### src/rtl/tpfc_pkg.sv
package tpfc_pkg;

    localparam int TABLE_DEPTH_DEF = 512;
    localparam int NUMBER_BITS_DEF = 24;
    localparam int COUNT_W = 10;
    localparam int INDEX_W = 9;
    localparam int VALUE_W = 16;
    localparam int NUM_W = 24;
    localparam int KIND_W = 2;

    localparam logic ACT_LOAD = 1'b0;
    localparam logic ACT_CLASSIFY = 1'b1;

    localparam logic [KIND_W-1:0] KIND_PRIME = 2'd0;
    localparam logic [KIND_W-1:0] KIND_TWO = 2'd1;
    localparam logic [KIND_W-1:0] KIND_OTHER = 2'd2;

    typedef struct packed {
        logic action;
        logic [INDEX_W-1:0] table_index;
        logic [VALUE_W-1:0] prime_value;
        logic [NUM_W-1:0] number;
    } t_in_word;

    typedef struct packed {
        logic [KIND_W-1:0] kind;
        logic [NUM_W-1:0] smaller_prime;
        logic [NUM_W-1:0] larger_prime;
    } t_out_word;

    typedef struct packed {
        logic start;
        logic busy;
    } t_div_ctl;

endpackage

### src/rtl/tpfc_div.sv
module tpfc_div #(
    parameter int NB = 24
) (
    input  logic                 i_clk,
    input  logic                 i_rst_n,
    input  tpfc_pkg::t_div_ctl   i_ctl,
    input  logic [NB-1:0]        i_num,
    input  logic [NB-1:0]        i_den,
    output logic                 o_done,
    output logic [NB-1:0]        o_quo,
    output logic [NB-1:0]        o_rem
);
    import tpfc_pkg::*;
    localparam int CW = $clog2(NB + 1);

    logic [NB-1:0] r_q, n_q;
    logic [NB-1:0] r_r, n_r;
    logic [NB-1:0] r_d;
    logic [CW-1:0] r_cnt, n_cnt;
    logic r_run, n_run, r_done, n_done;
    logic [NB:0] w_sh;

    always_comb begin
        n_q = r_q;
        n_r = r_r;
        n_cnt = r_cnt;
        n_run = r_run;
        n_done = 1'b0;
        w_sh = {r_r, r_q[NB-1]};
        if (i_ctl.start) begin
            n_q = i_num;
            n_r = '0;
            n_cnt = CW'(NB);
            n_run = 1'b1;
        end else if (r_run) begin
            if (w_sh >= {1'b0, r_d}) begin
                n_r = NB'(w_sh - {1'b0, r_d});
                n_q = {r_q[NB-2:0], 1'b1};
            end else begin
                n_r = w_sh[NB-1:0];
                n_q = {r_q[NB-2:0], 1'b0};
            end
            n_cnt = r_cnt - 1'b1;
            if (r_cnt == CW'(1)) begin
                n_run = 1'b0;
                n_done = 1'b1;
            end
        end
    end

    always_ff @(posedge i_clk) begin
        if (!i_rst_n) begin
            r_run <= 1'b0;
            r_done <= 1'b0;
            r_cnt <= '0;
        end else begin
            r_run <= n_run;
            r_done <= n_done;
            r_cnt <= n_cnt;
        end
        r_q <= n_q;
        r_r <= n_r;
        if (i_ctl.start) begin
            r_d <= i_den;
        end
    end

    assign o_done = r_done;
    assign o_quo = r_q;
    assign o_rem = r_r;
endmodule

### config.mk
export PLATFORM = sky130hd
export DESIGN_NAME = tpfc_div
export DESIGN_NICKNAME = d
export VERILOG_FILES = /design/src/rtl/tpfc_pkg.sv /design/src/rtl/tpfc_div.sv
export SDC_FILE = /design/constraint.sdc
export NUM_CORES = 1
export LEC_CHECK = 0
export BUFFER_PORTS_ARGS = -buffer_cell sky130_fd_sc_hd__buf_4
export CELL_PAD_IN_SITES_DETAIL_PLACEMENT = 0
export CELL_PAD_IN_SITES_GLOBAL_PLACEMENT = 2
export CORE_MARGIN = 1
export CORE_UTILIZATION = 34
export CTS_CLUSTER_SIZE = 28
export DETAILED_ROUTE_END_ITERATION = 12
export GPL_ROUTABILITY_DRIVEN = 0
export HOLD_SLACK_MARGIN = 0.15
export PLACE_DENSITY = 0.83
export RECOVER_POWER = 100
export REMOVE_ABC_BUFFERS = 1
export SYNTH_ARGS = -nofsm -noshare
export SYNTH_HDL_FRONTEND = slang
export SYNTH_SLANG_ARGS = --single-unit
### constraint.sdc
create_clock -name i_clk -period 3.4 [get_ports i_clk]
set_clock_uncertainty 0.2 [all_clocks]
set_input_delay 0.34 -clock i_clk [delete_from_list [all_inputs] [get_ports i_clk]]
set_output_delay 0.34 -clock i_clk [all_outputs]
set_load 0.02 [all_outputs]
==> results.md <==
* Worst Path Arrival at 3.17 ns
* Post-synthesis area per instance at 10.4 sq um
* Post-detailed-route wirelength per cell at 14.5 microns
* Total power density per cell area at 480 nW/um^2
* Class of the tightest hold or removal check: reg2reg
* Total routed wirelength at 10800 microns
* CP Data Required Time at 3.46 ns
* Number of global-route vias before repair at 3811
* Remaining DRCs at 0
* CORE AREA at 12600 sq um
* Sinks on the clock net at 79
* Internal power at 1.98 mW
* Combined area of all synthesized cells at 4370 sq um
* Syn-to-layout area delta at 34.1%
* Worst-path cell chain: inv_1, ha_1, nor2b_1, o31a_1, o211ai_1, a31oi_1, a41oi_4, buf_12, or3_1, a311oi_1
* Post-CTS sizing at 0
* Initial standard-cell utilization of the core at 0.348
* Clock Root Buffer: sky130_fd_sc_hd__clkbuf_16
* Boundary Pins at 101
* Sequential fraction of the synthesis area at 0.472
* Unique masters post-synth at 48
* Type of element capturing the critical path: flop
* Share of total power in the clock network at 0.340
* H-Tree Depth at 3
* Final cell utilization of the core at 0.466
* Flop pwr share at 0.415
* Clock latency at the later pin of the worst-skew pair at 0.34 ns
* Num rows at 41
* Unrepaired setup endpoints after global routing: no
* Proportion of register bits with asynchronous set or reset after synthesis at 0
* Floorplan die area at 13300 sq um
* Net switching fraction of the power at 0.295
* Leakage power total at 2.40 nW
* Height of the chip at 115 microns
* Total of hold buffers inserted after clock tree synthesis at 49
* Synth Flop Type: sky130_fd_sc_hd__edfxtp_1
* Clock-pin transition on the worst setup and hold timing paths at 0.06 ns
* Final clock period utilization by the worst path at 0.917
* Violations in the final reports: max-capacitance violations, max-slew violations
* Final hold violation count at 0
* Crit-path slowest cell: sky130_fd_sc_hd__a31oi_1
* Crit path buf inv count at 2
* Routed vias at 3641
* Worst Setup Slack, final at 0.283 ns
* Synthesis-stage register bit count at 79
* Worst max-slew margin expressed relative to the limit at -0.177
* Worst Tran Pin Value at 1.77 ns
* HPWL after detailed placement at 7400 microns
* Worst setup slack after placement at 0.362 ns
* Crit-path leading delay family: compound AO/OA/AOI/OAI gates
* Setup violators final at 0
* CP max stage delay at 0.52 ns
* Highest Clock Rate at 0.321 GHz
* Instance area after placement at 5270 sq um
* Final slew viol count at 34
* Leftover overflow at the end of global routing at 0
* Diodes inserted at 0
* Post-route standard cell area excluding fillers at 5860 sq um
* Horizontal die dimension at 115 microns
* Kind of critical path: reg2reg
* Net total in the final layout at 643
* Filler cell count in the final layout at 1227
* Maximum number of pins on one net before global-route repair at 45
* Final worst path period need at 3.12 ns
* Share of total power in combinational logic at 0.245
* Maximum root-to-sink buffer count at 2
* Initial antenna violation count at 0
* Fraction of layout instances using a drive strength above 1 at 0.169
* Global-route wire length before repair at 17900 microns
* Synth warnings at 0
* Setup TNS at 0 ns
* TritonCTS clock tree: yes
* Starting DRC count in detailed routing at 140
* Detail-routed via count per cell at 4.91
* Top fanout value on the critical path at 44
* Number of synthesized flops with an enable pin at 48
* Number of buffers inserted by port buffering at 99
* Worst vdd ir at 0.000280 V
* First-pass detailed-route iteration total at 4
* Switching pwr at 0.828 mW
* Number of cells produced by synthesis at 421
* Status: complete, but fails checks
* Count of buffers added by post-CTS timing repair for setup at 0
* Crit path launch type: flop
* Number of nets with antenna violations after detailed routing at 0
* Count of max-cap constraint violations at 1
* Worst reg2reg setup slack at 0.28 ns
* Global-route total usage across every layer at 0.174
* Num CTS Buffers at 9
cells in the mapped netlist, types with 2 or more instances:
cell type	number	area, sq um
sky130_fd_sc_hd__edfxtp_1	48	1440
sky130_fd_sc_hd__nor2_1	39	146
sky130_fd_sc_hd__inv_1	32	120
sky130_fd_sc_hd__dfxtp_1	31	621
sky130_fd_sc_hd__a21oi_1	30	150
sky130_fd_sc_hd__ha_1	26	325
sky130_fd_sc_hd__mux2_2	24	270
sky130_fd_sc_hd__nand2_1	23	86.3
sky130_fd_sc_hd__o21ai_0	14	70.1
sky130_fd_sc_hd__a211oi_1	12	90.1
sky130_fd_sc_hd__xnor2_1	12	105
sky130_fd_sc_hd__clkbuf_1	11	41.3
sky130_fd_sc_hd__nor3_1	9	45.0
sky130_fd_sc_hd__mux2i_1	8	80.1
sky130_fd_sc_hd__nand3_1	8	40.0
sky130_fd_sc_hd__nor2b_1	8	50.1
sky130_fd_sc_hd__o21a_1	8	60.1
sky130_fd_sc_hd__xor2_1	8	70.1
sky130_fd_sc_hd__a21o_1	6	45.0
sky130_fd_sc_hd__a311oi_1	5	43.8
sky130_fd_sc_hd__a32oi_1	5	43.8
sky130_fd_sc_hd__nand4_1	5	31.3
sky130_fd_sc_hd__a31oi_1	4	25.0
sky130_fd_sc_hd__nand2b_1	4	25.0
sky130_fd_sc_hd__o211ai_1	4	30.0
sky130_fd_sc_hd__o31ai_1	4	30.0
sky130_fd_sc_hd__and3_1	3	18.8
sky130_fd_sc_hd__buf_1	3	11.3
sky130_fd_sc_hd__buf_4	3	22.5
sky130_fd_sc_hd__a2111o_1	2	22.5
sky130_fd_sc_hd__buf_2	2	10.0
sky130_fd_sc_hd__o31a_1	2	17.5
sky130_fd_sc_hd__or2_2	2	12.5
sky130_fd_sc_hd__or3_1	2	12.5
metal layers:
metal  vias to the layer above  global-route usage  share of wire
met5                         -                   0              0
met4                         0              0.0597          0.015
met3                        15              0.0648          0.070
met2                       105               0.300           0.48
met1                      1690               0.197           0.44
li1                       1831                   -              -
kinds of logic (layout without fill, tap and decap cells):
family,count (synthesis),count (layout),share of synthesized area
compound gates,105,105,0.166
xor+xnor,20,20,0.0401
fa+ha+maj,27,27,0.0791
buf+inv,52,200,0.0496
flops,79,79,0.472
mux,32,32,0.0802
simple gates,106,106,0.113
sequential cells by signal (all words and copies together), names as in the netlist:
register,cells
o_quo,24
o_rem,24
r_d,24
r_cnt,5
o_done,1
r_run,1
worst paths after layout:
kind | from | end | cells past startpoint
setup reg to reg | r_d[1] | o_rem[3] | 10
setup / recovery | r_d[1] | o_rem[3] | 10
hold / removal | r_cnt[1] | r_cnt[1] | 2
hold reg to reg | r_cnt[1] | r_cnt[1] | 2
power by group through the flow:
stage	Combinational, mW	Sequential [mW]	Clock (mW)
after floorplan	0.378	1.25	0
after global placement	0.687	1.18	0
after detailed placement	0.694	1.19	0
after CTS	0.740	1.17	0.986
after global routing	0.768	1.18	1.02
final	0.690	1.17	0.955
final cells by class:
type,instances,area (sq um),share of cell area
inverter,32,120,0.0205
multi-input combinational,290,2080,0.356
clock buffer,11,233,0.0397
sequential,79,2060,0.352
clock inverter,5,57.6,0.00983
timing repair buffer,152,1090,0.185
tap,172,215,0.0367
layout by cell type, fill, tap and decap left out, types with 4 or more instances in the layout:
cell / instances
sky130_fd_sc_hd__a211oi_1: 12
sky130_fd_sc_hd__a21o_1: 6
sky130_fd_sc_hd__a21oi_1: 30
sky130_fd_sc_hd__a311oi_1: 5
sky130_fd_sc_hd__a31oi_1: 5
sky130_fd_sc_hd__a32oi_1: 5
sky130_fd_sc_hd__buf_4: 27
sky130_fd_sc_hd__clkbuf_1: 52
sky130_fd_sc_hd__clkbuf_16: 9
sky130_fd_sc_hd__clkbuf_4: 24
sky130_fd_sc_hd__dfxtp_1: 31
sky130_fd_sc_hd__dlygate4sd3_1: 49
sky130_fd_sc_hd__edfxtp_1: 48
sky130_fd_sc_hd__ha_1: 26
sky130_fd_sc_hd__inv_1: 32
sky130_fd_sc_hd__mux2_2: 24
sky130_fd_sc_hd__mux2i_1: 8
sky130_fd_sc_hd__nand2_1: 23
sky130_fd_sc_hd__nand2b_1: 4
sky130_fd_sc_hd__nand3_1: 8
sky130_fd_sc_hd__nand4_1: 5
sky130_fd_sc_hd__nor2_1: 39
sky130_fd_sc_hd__nor2b_1: 8
sky130_fd_sc_hd__nor3_1: 9
sky130_fd_sc_hd__o211ai_1: 4
sky130_fd_sc_hd__o21a_1: 8
sky130_fd_sc_hd__o21ai_0: 14
sky130_fd_sc_hd__o31ai_1: 4
sky130_fd_sc_hd__xnor2_1: 12
sky130_fd_sc_hd__xor2_1: 8
worst min-delay path: cells and delay by family, from the launching register on:
kind	cells	cell delay, ns
flops	1	0.32
simple gates	1	0.08
compound gates	1	0.05
per-stage QoR:
| step | total power [mW] | hold slack (ns) | cells |
|---|---|---|---|
| floorplan | 1.62 | 0.212 | 401 |
| global placement | 1.87 | 0.281 | 676 |
| detailed placement | 1.88 | 0.291 | 676 |
| CTS | 2.89 | 0.258 | 741 |
| global route | 2.97 | 0.323 | 741 |
| finish | 2.81 | 0.296 | 741 |
(Power assumes the default switching activity.)
